===== src/tmc_pkg.sv =====
// ---------------------------------------------------------------------------
// tmc_pkg
// Shared formats, constants and helper functions of the sqrt-linear
// time-of-flight / m/z calibration pipeline.
// ---------------------------------------------------------------------------
package tmc_pkg;

	// Field formats.
	localparam int MZ_W      = 32;   // m/z, unsigned Q16.16
	localparam int ICPT_W    = 32;   // intercept, signed Q8.24
	localparam int SLOPE_W   = 48;   // slope, unsigned Q0.48
	localparam int CFG_W     = 48;   // widest register
	localparam int CFG_IDX_W = 1;

	// Register map.
	typedef enum logic [CFG_IDX_W-1:0] {
		REG_INTERCEPT = 1'b0,
		REG_SLOPE     = 1'b1
	} cfg_reg_t;

	// Forward path: slope is split into a 32-bit low part and a 16-bit high part.
	localparam int SLOPE_LO_W  = 32;
	localparam int PROD_SHIFT  = 16;  // slope*tof brought to 32 fraction bits
	localparam int PROD_LIM_B  = 41;  // product at or above 2^41 saturates
	localparam int ICPT_SHIFT  = 8;   // Q8.24 to 32 fraction bits
	localparam int VAL_W       = 43;  // signed sum of intercept and product
	localparam int ABS_W       = 40;  // magnitude at or above 2^40 saturates
	localparam int HALF_W      = 20;  // magnitude is squared in two halves
	localparam int SQ_W        = 81;  // square plus rounding carry
	localparam int RND_BIT     = 47;  // half of the dropped 48 fraction bits
	localparam int MZ_LSB      = 48;
	localparam int FWD_STAGES  = 6;

	// Inverse path: square root, two bits of root per stage.
	localparam int ROOT_W     = 32;
	localparam int REM_W      = 34;
	localparam int SQ_STAGES  = 16;

	// Inverse path: divider front end.
	localparam int DIFF_W     = 33;   // positive difference root - intercept
	localparam int NUM_SHIFT  = 25;
	localparam int NUM_W      = 59;
	localparam int DIV_W      = 49;   // divisor 2*slope
	localparam int DIV_PRE    = 2;

	// Result of the forward path.
	typedef struct packed {
		logic            clip;
		logic [MZ_W-1:0] mz;
	} fwd_res_t;

	// Partial state of the digit-by-digit square root.
	typedef struct packed {
		logic [REM_W-1:0]  rem;
		logic [ROOT_W-1:0] root;
	} sq_state_t;

	// One root bit: bring down the next pair of radicand bits and try a 1.
	function automatic sq_state_t sqrt_step(input sq_state_t cur, input logic [1:0] pair);
		logic [REM_W+1:0] rem_sh;
		logic [REM_W+1:0] trial;
		sq_state_t        nxt;
		rem_sh = {cur.rem, pair};
		trial  = (REM_W+2)'({cur.root, 2'b01});
		if (rem_sh >= trial) begin
			nxt.rem  = REM_W'(rem_sh - trial);
			nxt.root = {cur.root[ROOT_W-2:0], 1'b1};
		end else begin
			nxt.rem  = REM_W'(rem_sh);
			nxt.root = {cur.root[ROOT_W-2:0], 1'b0};
		end
		return nxt;
	endfunction

endpackage


===== src/tmc_isqrt.sv =====
// ---------------------------------------------------------------------------
// tmc_isqrt
// Pipelined floor square root of m/z * 2^32, giving sqrt(m/z) in Q8.24.
// Two root bits are settled in each stage.
// ---------------------------------------------------------------------------
module tmc_isqrt import tmc_pkg::*; (
	input  logic              clk,
	input  logic              adv,
	input  logic [MZ_W-1:0]   mz,
	output logic [ROOT_W-1:0] root
);

	sq_state_t       sq_s [SQ_STAGES];
	logic [MZ_W-1:0] xs_s [SQ_STAGES];

	// Each stage consumes the top four radicand bits; the low half of the
	// radicand is zero, so the shifted word fills with zeros.
	for (genvar k = 0; k < SQ_STAGES; k++) begin : g_stage
		sq_state_t       cur, mid, nxt;
		logic [MZ_W-1:0] xin;

		if (k == 0) begin : g_first
			assign cur = '0;
			assign xin = mz;
		end else begin : g_rest
			assign cur = sq_s[k-1];
			assign xin = xs_s[k-1];
		end

		assign mid = sqrt_step(cur, xin[MZ_W-1 -: 2]);
		assign nxt = sqrt_step(mid, xin[MZ_W-3 -: 2]);

		always_ff @(posedge clk) begin
			if (adv) begin
				sq_s[k] <= nxt;
				xs_s[k] <= {xin[MZ_W-5:0], 4'b0000};
			end
		end
	end

	assign root = sq_s[SQ_STAGES-1].root;

endmodule


===== config.mk =====
export PLATFORM = sky130hd
export DESIGN_NAME = tmc_isqrt
export DESIGN_NICKNAME = d
export VERILOG_FILES = /design/src/tmc_pkg.sv /design/src/tmc_isqrt.sv
export SDC_FILE = /design/constraint.sdc
export NUM_CORES = 2
export LEC_CHECK = 0
export ABC_CLOCK_PERIOD_IN_PS = 11700
export BUFFER_PORTS_ARGS = -buffer_cell sky130_fd_sc_hd__buf_4
export CELL_PAD_IN_SITES_DETAIL_PLACEMENT = 0
export CELL_PAD_IN_SITES_GLOBAL_PLACEMENT = 2
export CORE_MARGIN = 1.5
export CORE_UTILIZATION = 30
export CTS_BUF_LIST = sky130_fd_sc_hd__clkbuf_2 sky130_fd_sc_hd__clkbuf_4 sky130_fd_sc_hd__clkbuf_8
export DETAILED_ROUTE_END_ITERATION = 16
export GPL_TIMING_DRIVEN = 0
export PLACE_DENSITY = 0.69
export SLEW_MARGIN = 20
export SYNTH_ARGS = -nofsm -noshare
export SYNTH_HDL_FRONTEND = slang
export SYNTH_SLANG_ARGS = --single-unit

===== constraint.sdc =====
create_clock -name clk -period 11.7 [get_ports clk]
set_clock_uncertainty 0.05 [all_clocks]
set_input_delay 0.585 -clock clk [delete_from_list [all_inputs] [get_ports clk]]
set_output_delay 0.585 -clock clk [all_outputs]
set_load 0.1 [all_outputs]

==> metrics.csv <==
stage;metric;value;unit
finish;most common cell after layout, fill and taps aside;edfxtp_1;
die;Ports;66;
clock_tree;H-tree depth;4;
pwr;sequential share of power;30.3;%
sta;hold slack final;300;ps
finish;multi-input logic area;0.0377;sq mm
die;core area;0.218;sq mm
logic_synthesis;register area share after synthesis;39.3;%
placed_design;HPWL after DPL;153000;microns
critical_path;reg2reg path depth;29;
route;Routed WL;192000;microns
sta;Slew HR;27.9;%
global_route;largest net degree at the start of global routing;139;
sta;Peak Freq;0.0955;GHz
logic_synthesis;number of synthesized register bits;864;
global_route;global-route wire length before repair;304000;microns
placed_design;routability-driven placement congestion ratio;0.863;
critical_path;Worst Path Max Fanout;10;
route;First DRT Iteration DRCs;2984;
pwr;part of the power in combinational logic;47.5;%
pwr;Pint;9.34;mW
critical_path;Worst Path Required;12280;ps
sta;Slew @ Worst Pin;1070;ps
global_route;global-route usage over all layers;17.0;%
clock_tree;post-CTS sizing;0;
sta;Final Hold Violating Endpoints;0;
route;vias per inst;5.15;
placed_design;placed cells;9947;
sta;RSZ-0062 raised after global routing;no;
sta;pins over their slew limit;0;
route;1st-pass router iterations;5;
critical_path;slowest stage delay, CP;890;ps
pwr;maximum vdd drop;0.125;mV
placed_design;placed cell area;0.0703;sq mm
die;die area;0.223;sq mm
flow_run;Max Cap Viol;0;
sta;crit path time final;10470;ps
finish;Sequential Area;0.0259;sq mm
route;routed len/inst;18.6;microns
logic_synthesis;Mapped Cells;7020;
route;Post-route DRC;0;
clock_tree;TritonCTS buffer count;170;
pwr;Pwr per Cell Area;210;mW/mm^2
pwr;Clock Power Share;22.2;%
global_route;initial antenna violation count;2;
logic_synthesis;synthesized area per cell;9.40;sq um
clock_tree;Root Driver;clkbuf_8;
critical_path;Crit Path Category;reg -> reg;
route;antenna-violating nets left;0;
sta;final setup fails;0;
critical_path;crit start category;flip-flop;
finish;fillers;22500;
logic_synthesis;Yosys cell types;101;
finish;Layout Nets;7866;
finish;non-filler cells, final;10300;
finish;layout cells sized above 1;7.82;%
logic_synthesis;Post-synth top flop;edfxtp_1;
die;Die X;472;microns
placed_design;IO Port Bufs;64;
critical_path;crit-path most repeated cell;o21ai_0;
outcome;status;complete, no violations;
die;Starting Density;30.3;%
pwr;leak pwr;28.7;nW
global_route;vias in the first global route;52900;
clock_tree;CTS max path bufs;3;
critical_path;r2r startpoint;sq_s[1][99]$_DFFE_PP_;
critical_path;crit path from;sq_s[1][99]$_DFFE_PP_;
logic_synthesis;Mapped Area;0.0660;sq mm
critical_path;crit end category;flip-flop;
global_route;total congestion overflow;0;
sta;setup TNS;0;ps
die;Die H;472;microns
finish;most frequent cells in the layout;edfxtp_1 (864), nand2_1 (607), nor2_1 (590);
logic_synthesis;Post-synth ARST share;0;%
clock_tree;clock-pin slew on the worst setup and hold paths;60;ps
logic_synthesis;Post-synth EDFFs;864;
sta;Tcrit/Tclk final;89.5;%
logic_synthesis;synth warn;0;
finish;Layout area overhead;12.8;%
critical_path;Worst Path Arrival;11050;ps
clock_tree;clk sink count;864;
hold_path;hold wc startpoint;mz[20];
critical_path;Slowest cell on crit path;o31ai_1;
finish;Post-Layout Inst Area;0.0744;sq mm
clock_tree;worst-skew pair later-pin latency;960;ps
hold_path;WHS Path Cells;2;
route;Vias;53000;
die;Cell Rows;171;
pwr;switching pwr;6.30;mW
pwr;switch share;40.3;%
clock_tree;CTS tree;yes;
hold_path;Hold Crit Class;in -> reg;
pwr;total chip power;15.6;mW
[sequential cells by signal, indices dropped and copies added (netlist names)]
name and count:
sq_s 752, xs_s 112
[path summary, 6_finish.rpt]
| path | end | slack [ps] |
|---|---|---|
| max | sq_s[1][177]$_DFFE_PP_ | 1230 |
| min | xs_s[0][20]$_DFFE_PP_ | 300 |
| max reg2reg | sq_s[1][177]$_DFFE_PP_ | 1230 |
| min reg2reg | xs_s[0][129]$_DFFE_PP_ | 360 |
[synthesized netlist by cell type (all sizes together) (117+ instances only)]
cell type  number  area (sq um)
xor2          260          2280
nand3         147           748
xnor2         433          3790
nor4          117           766
inv           452          1700
a21o          207          1550
edfxtp        864         25900
a21oi         512          2560
nor3          216          1100
o21ai         413          2070
clkbuf        129           485
ha            519          6490
nand2         607          2280
nor2          592          2220
[routing by layer]
metal	up-vias	GRT usage (%)	routed length (microns)	part of all wire (%)
met3	247	2.04	5920	3.1
met5	-	0	0	0
met4	0	4.82	4520	2.4
li1	26700	-	-	-
met2	814	28.1	88500	46
met1	25300	23.2	93100	48
[power by group through the flow]
stage / sequential, mW / combinational (mW) / clock, mW
finish: 4.74 / 7.42 / 3.47
global route: 4.81 / 8.32 / 3.73
CTS: 4.75 / 7.42 / 3.61
detailed placement: 4.81 / 7.35 / 0
global placement: 4.85 / 7.35 / 0
floorplan: 4.64 / 5.63 / 0
[per-stage QoR]
stage                     utilization, %  worst slack, ps
after floorplan                        -             4830
after global placement              32.2              988
after detailed placement            32.3             1050
after CTS                           34.2              946
after global routing                34.2              391
final                               34.2             1230
[repair_timing]
item                                   in CTS  in global routing
buffers inserted                            0                  0
hold buffers                               34                  0
endpoints found under the hold margin      37                  0
[worst max-delay path, delay by kind of cell (launching register included)]
family	cells	cell delay, ps
AOI/OAI and AO/OA	13	4750
buffers and inverters	6	2190
and+or+nand+nor	7	1910
adders and majority gates	3	750
DFF	1	440
[layout make-up]
| cell class | count | area share, % |
|---|---|---|
| Multi-Input combinational cell | 5535 | 50.7 |
| Clock buffer | 207 | 3.52 |
| Clock inverter | 105 | 1.60 |
| Antenna cell | 3 | 0.0101 |
| Timing Repair Buffer | 105 | 1.35 |
| Sequential cell | 864 | 34.9 |
| Tap cell | 2854 | 4.80 |
| Inverter | 455 | 2.30 |
| Buffer | 168 | 0.905 |
[cell families after synthesis]
group                    synth area share (%)
AO/OA/AOI/OAI                            17.4
AND/OR/NAND/NOR                          18.3
flip-flops                               39.3
multiplexers                             1.90
XOR/XNOR                                 9.20
adder cells (fa/ha/maj)                  10.3
buffers and inverters                    3.61
other                                 0.00568
(Power assumes the default switching activity.)
