==> src/tmc_pkg.sv <==
// ---------------------------------------------------------------------------
// tmc_pkg
// Shared formats, constants and helper functions of the sqrt-linear
// time-of-flight / m/z calibration pipeline.
// ---------------------------------------------------------------------------
package tmc_pkg;

	// Field formats.
	localparam int MZ_W      = 32;   // m/z, unsigned Q16.16
	localparam int ICPT_W    = 32;   // intercept, signed Q8.24
	localparam int SLOPE_W   = 48;   // slope, unsigned Q0.48
	localparam int CFG_W     = 48;   // widest register
	localparam int CFG_IDX_W = 1;

	// Register map.
	typedef enum logic [CFG_IDX_W-1:0] {
		REG_INTERCEPT = 1'b0,
		REG_SLOPE     = 1'b1
	} cfg_reg_t;

	// Forward path: slope is split into a 32-bit low part and a 16-bit high part.
	localparam int SLOPE_LO_W  = 32;
	localparam int PROD_SHIFT  = 16;  // slope*tof brought to 32 fraction bits
	localparam int PROD_LIM_B  = 41;  // product at or above 2^41 saturates
	localparam int ICPT_SHIFT  = 8;   // Q8.24 to 32 fraction bits
	localparam int VAL_W       = 43;  // signed sum of intercept and product
	localparam int ABS_W       = 40;  // magnitude at or above 2^40 saturates
	localparam int HALF_W      = 20;  // magnitude is squared in two halves
	localparam int SQ_W        = 81;  // square plus rounding carry
	localparam int RND_BIT     = 47;  // half of the dropped 48 fraction bits
	localparam int MZ_LSB      = 48;
	localparam int FWD_STAGES  = 6;

	// Inverse path: square root, two bits of root per stage.
	localparam int ROOT_W     = 32;
	localparam int REM_W      = 34;
	localparam int SQ_STAGES  = 16;

	// Inverse path: divider front end.
	localparam int DIFF_W     = 33;   // positive difference root - intercept
	localparam int NUM_SHIFT  = 25;
	localparam int NUM_W      = 59;
	localparam int DIV_W      = 49;   // divisor 2*slope
	localparam int DIV_PRE    = 2;

	// Result of the forward path.
	typedef struct packed {
		logic            clip;
		logic [MZ_W-1:0] mz;
	} fwd_res_t;

	// Partial state of the digit-by-digit square root.
	typedef struct packed {
		logic [REM_W-1:0]  rem;
		logic [ROOT_W-1:0] root;
	} sq_state_t;

	// One root bit: bring down the next pair of radicand bits and try a 1.
	function automatic sq_state_t sqrt_step(input sq_state_t cur, input logic [1:0] pair);
		logic [REM_W+1:0] rem_sh;
		logic [REM_W+1:0] trial;
		sq_state_t        nxt;
		rem_sh = {cur.rem, pair};
		trial  = (REM_W+2)'({cur.root, 2'b01});
		if (rem_sh >= trial) begin
			nxt.rem  = REM_W'(rem_sh - trial);
			nxt.root = {cur.root[ROOT_W-2:0], 1'b1};
		end else begin
			nxt.rem  = REM_W'(rem_sh);
			nxt.root = {cur.root[ROOT_W-2:0], 1'b0};
		end
		return nxt;
	endfunction

endpackage

==> src/tmc_div.sv <==
// ---------------------------------------------------------------------------
// tmc_div
// Inverse back end: tof = round((root - intercept) / slope), clamped at
// zero and saturated, by a restoring divider with one quotient bit a stage.
// ---------------------------------------------------------------------------
module tmc_div import tmc_pkg::*; #(
	parameter int TOF_WIDTH = 20
) (
	input  logic                 clk,
	input  logic                 adv,
	input  logic [ROOT_W-1:0]    root,
	input  logic [ICPT_W-1:0]    icpt,
	input  logic [SLOPE_W-1:0]   slope,
	output logic [TOF_WIDTH-1:0] tof,
	output logic                 clip
);

	localparam int CMP_W = DIV_W + TOF_WIDTH;

	logic [DIFF_W-1:0]    diff_s1;
	logic                 pos_s1;
	logic [NUM_W-1:0]     num_s2;
	logic                 pos_s2;
	logic                 ovf_s2;

	logic [DIFF_W:0]      diff;
	logic [NUM_W-1:0]     num;
	logic [DIV_W-1:0]     dvs;

	logic [NUM_W-1:0]     rem_b [TOF_WIDTH];
	logic [TOF_WIDTH-1:0] q_b   [TOF_WIDTH];
	logic                 pos_b [TOF_WIDTH];
	logic                 ovf_b [TOF_WIDTH];

	assign dvs = {slope, 1'b0};

	// Stage 1: difference between the root and the intercept.
	always_comb begin
		diff = (DIFF_W+1)'(root) - {{(DIFF_W+1-ICPT_W){icpt[ICPT_W-1]}}, icpt};
	end

	always_ff @(posedge clk) begin
		if (adv) begin
			diff_s1 <= diff[DIFF_W-1:0];
			pos_s1  <= !diff[DIFF_W] && (diff != '0);
		end
	end

	// Stage 2: numerator with the rounding half slope and the quotient range
	// check against 2^TOF_WIDTH. A zero slope saturates a positive difference.
	always_comb begin
		num = NUM_W'({diff_s1, {NUM_SHIFT{1'b0}}}) + NUM_W'(slope);
	end

	always_ff @(posedge clk) begin
		if (adv) begin
			num_s2 <= num;
			pos_s2 <= pos_s1;
			ovf_s2 <= pos_s1 && (CMP_W'(num) >= (CMP_W'(dvs) << TOF_WIDTH));
		end
	end

	// Quotient stages, most significant bit first.
	for (genvar j = 0; j < TOF_WIDTH; j++) begin : g_bit
		localparam int BIT = TOF_WIDTH - 1 - j;

		logic [NUM_W-1:0]     rem_in;
		logic [TOF_WIDTH-1:0] q_in;
		logic [TOF_WIDTH-1:0] q_nx;
		logic                 pos_in, ovf_in;
		logic [CMP_W-1:0]     dsh;
		logic                 ge;

		if (j == 0) begin : g_first
			assign rem_in = num_s2;
			assign q_in   = '0;
			assign pos_in = pos_s2;
			assign ovf_in = ovf_s2;
		end else begin : g_rest
			assign rem_in = rem_b[j-1];
			assign q_in   = q_b[j-1];
			assign pos_in = pos_b[j-1];
			assign ovf_in = ovf_b[j-1];
		end

		assign dsh  = CMP_W'(dvs) << BIT;
		assign ge   = CMP_W'(rem_in) >= dsh;
		assign q_nx = q_in | (TOF_WIDTH'(ge) << BIT);

		always_ff @(posedge clk) begin
			if (adv) begin
				rem_b[j]      <= ge ? NUM_W'(CMP_W'(rem_in) - dsh) : rem_in;
				q_b[j]        <= q_nx;
				pos_b[j]      <= pos_in;
				ovf_b[j]      <= ovf_in;
			end
		end
	end

	// Clamp and saturate.
	assign tof  = !pos_b[TOF_WIDTH-1] ? '0 :
		(ovf_b[TOF_WIDTH-1] ? '1 : q_b[TOF_WIDTH-1]);
	assign clip = ovf_b[TOF_WIDTH-1];

endmodule

==> config.mk <==
export PLATFORM = sky130hd
export DESIGN_NAME = tmc_div
export DESIGN_NICKNAME = d
export VERILOG_FILES = /design/src/tmc_pkg.sv /design/src/tmc_div.sv
export SDC_FILE = /design/constraint.sdc
export NUM_CORES = 2
export LEC_CHECK = 0
export BUFFER_PORTS_ARGS = -buffer_cell sky130_fd_sc_hd__buf_4
export CORE_ASPECT_RATIO = 0.6
export CORE_MARGIN = 2
export CORE_UTILIZATION = 40
export DETAILED_ROUTE_END_ITERATION = 8
export GPL_TIMING_DRIVEN = 0
export PLACE_DENSITY = 0.65
export RECOVER_POWER = 50
export SLEW_MARGIN = 20
export SYNTH_ARGS = -nofsm -noshare
export SYNTH_HDL_FRONTEND = slang
export SYNTH_SLANG_ARGS = --single-unit
export TNS_END_PERCENT = 5
==> constraint.sdc <==
create_clock -name clk -period 4.85 [get_ports clk]
set_input_delay 0.7275 -clock clk [delete_from_list [all_inputs] [get_ports clk]]
set_output_delay 0.7275 -clock clk [all_outputs]
set_load 0.02 [all_outputs]
==> flow_summary.ini <==
[outcome]
outcome = finished, violations left
violations = capacitance limit, slew limit, setup timing

[timing]
timing_max_transition_violations_final = 281
slew-limit-headroom_pct = -155.2
fmax_ghz = 0.2008
tns_ps = -452.6
finalHoldWorstSlack_ps = 196.4
grt_setup_unrepaired = true
finalSetupViolations = 10
final-hold-violation-count = 0
timing.final.ws_setup_ps = -129.7
worst_pin_slew_ps = 3828
final.period_utilization_pct = 102.7
timing.clock.skew_ps = 45.74
period_minus_slack_ps = 4980

[clock_network]
clkSinkCount = 1466
ctsHoldBuffers = 0
tritoncts = built
clk_pin_slew_worst_paths_ps = 60
clock_tree.htree_level_count = 4
cts_root_buffer = clkbuf_16
latest_clock_arrival_within_the_worst_skew_pair_ps = 860
cts_max_path_buffers = 4
cts_inserted_buffers = 161

[drt]
drc = 0
route.detailed.vias_per_inst = 6.150
wl_um = 383100
detail_route.first_pass.iterations = 8
avg_wl_per_cell_um = 26.56
num_vias = 88700
final_antenna_net_count = 0
detailed_router_s_first_iteration_violation_count = 12750

[worst_setup_path]
critical_path.startpoint = slope[2]
worst-endpoint-required_ps = 5380
r2r_start = rem_b[1][22]$_DFFE_PP_
critical-path-top-delay-family = compound AO/OA/AOI/OAI gates
critical_path.startpoint_type = input port
crit_chain = clkbuf_1, inv_6, ha_1, inv_1, o21ai_0, a221oi_1, a21oi_1, a311oi_1, o21ai_1, a21oi_1, o31ai_1, o21a_1, o21ai_2, clkbuf_1, o21ai_0
cp.arrival_ps = 5510
number_of_buffer_and_inverter_stages_on_the_critical_path = 4
crit_end_category = register
setup.worst_path.class = in2reg
worst-path-max-fanout = 21
crit_slowest_cell = clkbuf_1
cpPeakStageDelay_ps = 650

[floorplanning]
die_w_um = 666.0
num_rows = 145
ios = 135
die_height_um = 401.2
floorplan.die_area_um2 = 267200
core_area_um2 = 260900
initial_utilization_pct = 40.31

[synth]
area_share_of_the_leading_cell_type_in_the_synthesized_netlist_pct = 41.86
seq_area_frac_synth_pct = 41.86
dominantRegCellSynth = edfxtp_1
synthArstFlopShare_pct = 0
synth_seq_cells = 1466
yosysWarnings = 0
synth_fp_nets = 11630
synth_enable_flop_cells = 1466
summed_instance_area_of_the_synthesized_netlist_um2 = 105200
ys_types = 102
syn_avg_cell_area_um2 = 10.03
synth_area_leader_cell = edfxtp_1
post_synth_inst_count = 10490
synth.area.top_cells = edfxtp_1, ha_1, a21oi_1

[finish]
sequential_cell_area_um2 = 44020
multi_input_area_um2 = 58810
layout-area-overhead-vs-synth_pct = 11.63
postLayoutCellArea_um2 = 117400
nFillCells = 24210
final_nets = 11990
final_layout_size_suffix_gt1_share_pct = 8.370

[placement]
gp_congestion = 0.9642
io_port_bufs = 134
placement.setup.worst_slack_ps = -1824
placed_cell_area_um2 = 112000
dpl.hpwl_um = 292600

[global_routing]
largest_net_degree_at_the_start_of_global_routing = 154
grt_pass1_vias = 80320
globalRoute.totalOverflow = 0
track_usage_pct = 27.61
antenna_violations_before_repair = 32
grt_pass1_wl_um = 548200

[power]
leakage_dissipation_uw = 0.04670
power_per_cell_area_nw_per_um2 = 513.0
fin_total_pwr_uw = 60220
max-vdd-ir-drop_mv = 0.2832

[min_path]
timing.hold.worst.class = in2reg
worstHoldStart = slope[19]

[flow_run]
drv_cap = 2
==> kinds of logic after synthesis <==
kind of cell / after synthesis / synth area share, %
buffers and inverters: 663 / 2.523
XOR/XNOR: 860 / 7.162
AND/OR/NAND/NOR: 2791 / 12.76
AO/OA/AOI/OAI: 3369 / 20.04
adder cells (fa/ha/maj): 1030 / 12.40
flip-flops: 1466 / 41.86
multiplexers: 306 / 3.253
==> final cells by class <==
| class | instances | area share (%) |
|---|---|---|
| Antenna cell | 13 | 0.02771 |
| Tap cell | 3454 | 3.681 |
| Timing Repair Buffer | 194 | 1.941 |
| Clock buffer | 183 | 3.556 |
| Inverter | 360 | 1.250 |
| Multi-Input combinational cell | 8356 | 50.09 |
| Clock inverter | 94 | 0.7897 |
| Buffer | 303 | 1.163 |
| Sequential cell | 1466 | 37.50 |
==> synth_stat cells, types with 135 or more instances <==
library cell / number
a21o_1: 547
a21oi_1: 1060
nand3_1: 165
inv_1: 358
mux2_2: 225
nand2b_1: 135
xnor2_1: 500
clkbuf_1: 226
xor2_1: 360
edfxtp_1: 1466
ha_1: 1009
nor2b_1: 151
nor2_1: 696
o21ai_0: 796
nand2_1: 888
nand4_1: 173
o21a_1: 147
==> metrics by stage <==
step / instances / util [%]
after floorplan: 10490 / -
after global placement: 14070 / 42.36
after detailed placement: 14130 / 42.93
after CTS: 14410 / 44.93
after global routing: 14410 / 44.99
final: 14420 / 45.00
==> report_power, final <==
part | switching [uW] | internal, uW | total (uW)
Sequential | 2420 | 18100 | 20500
Clock | 5450 | 6920 | 12400
Combinational | 16600 | 10700 | 27400
==> final timing paths <==
| check | to | slack [ps] | depth (start not counted) |
|---|---|---|---|
| max | rem_b[2][18]$_DFFE_PP_ | -130 | 15 |
| min reg2reg | q_b[18][4]$_DFFE_PP_ | 410 | 0 |
| min | g_bit[0].rem_in[19]$_DFFE_PP_ | 200 | 1 |
| max reg2reg | rem_b[2][18]$_DFFE_PP_ | -100 | 12 |
==> per-layer routing <==
| metal | global-route usage, % | part of all wire [%] |
|---|---|---|
| met5 | 0 | 0.014 |
| met4 | 7.783 | 3.0 |
| met3 | 8.266 | 13 |
| met2 | 32.88 | 35 |
| met1 | 45.55 | 49 |
==> registers in the layout (all words and copies together) (netlist names) <==
register      cells
g_bit.pos_in      1
q_b             210
g_bit.rem_in     59
rem_b          1121
g_bit.ovf_in      1
diff_s1          33
ovf_b            20
pos_b            20
pos_s1            1
==> cell usage in the layout, fill, tap and decap left out, types with 29 or more instances in the layout <==
| master | n |
|---|---|
| xnor2_1 | 500 |
| a21boi_0 | 36 |
| o21ai_0 | 779 |
| nor2b_1 | 151 |
| a211oi_1 | 78 |
| buf_12 | 32 |
| and2_1 | 55 |
| o21ai_1 | 48 |
| o21bai_1 | 117 |
| nor2_1 | 694 |
| xor2_1 | 360 |
| nor3_1 | 122 |
| inv_4 | 39 |
| o21a_1 | 147 |
| nand3_1 | 165 |
| nand2_1 | 888 |
| a21o_1 | 547 |
| inv_1 | 311 |
| o211ai_1 | 42 |
| edfxtp_1 | 1466 |
| nand2b_1 | 135 |
| ha_1 | 1008 |
| a21oi_1 | 1046 |
| nor4_1 | 86 |
| and3_1 | 110 |
| clkbuf_16 | 164 |
| or3_1 | 46 |
| a221o_1 | 29 |
| o31ai_1 | 66 |
| buf_4 | 110 |
| buf_2 | 45 |
| mux2_2 | 225 |
| a31oi_1 | 96 |
| mux2_1 | 61 |
| o31a_1 | 30 |
| nand4_1 | 173 |
| clkbuf_1 | 252 |
==> worst register-to-register path: cells and delay by family, from the launching register on <==
family / cells / cell delay, ps
AO/OA/AOI/OAI: 10 / 3130
buffers and inverters: 1 / 650
flip-flops: 1 / 450
adder cells (fa/ha/maj): 1 / 410
==> what timing repair did <==
item / in CTS / in global routing
setup endpoints to repair: 358 / 406
setup buffers: 0 / 2
cloned: 0 / 0
pin swaps: 1 / 8
gates resized for setup: 35 / 92
No activity file was read; power rests on OpenSTA's default activity.
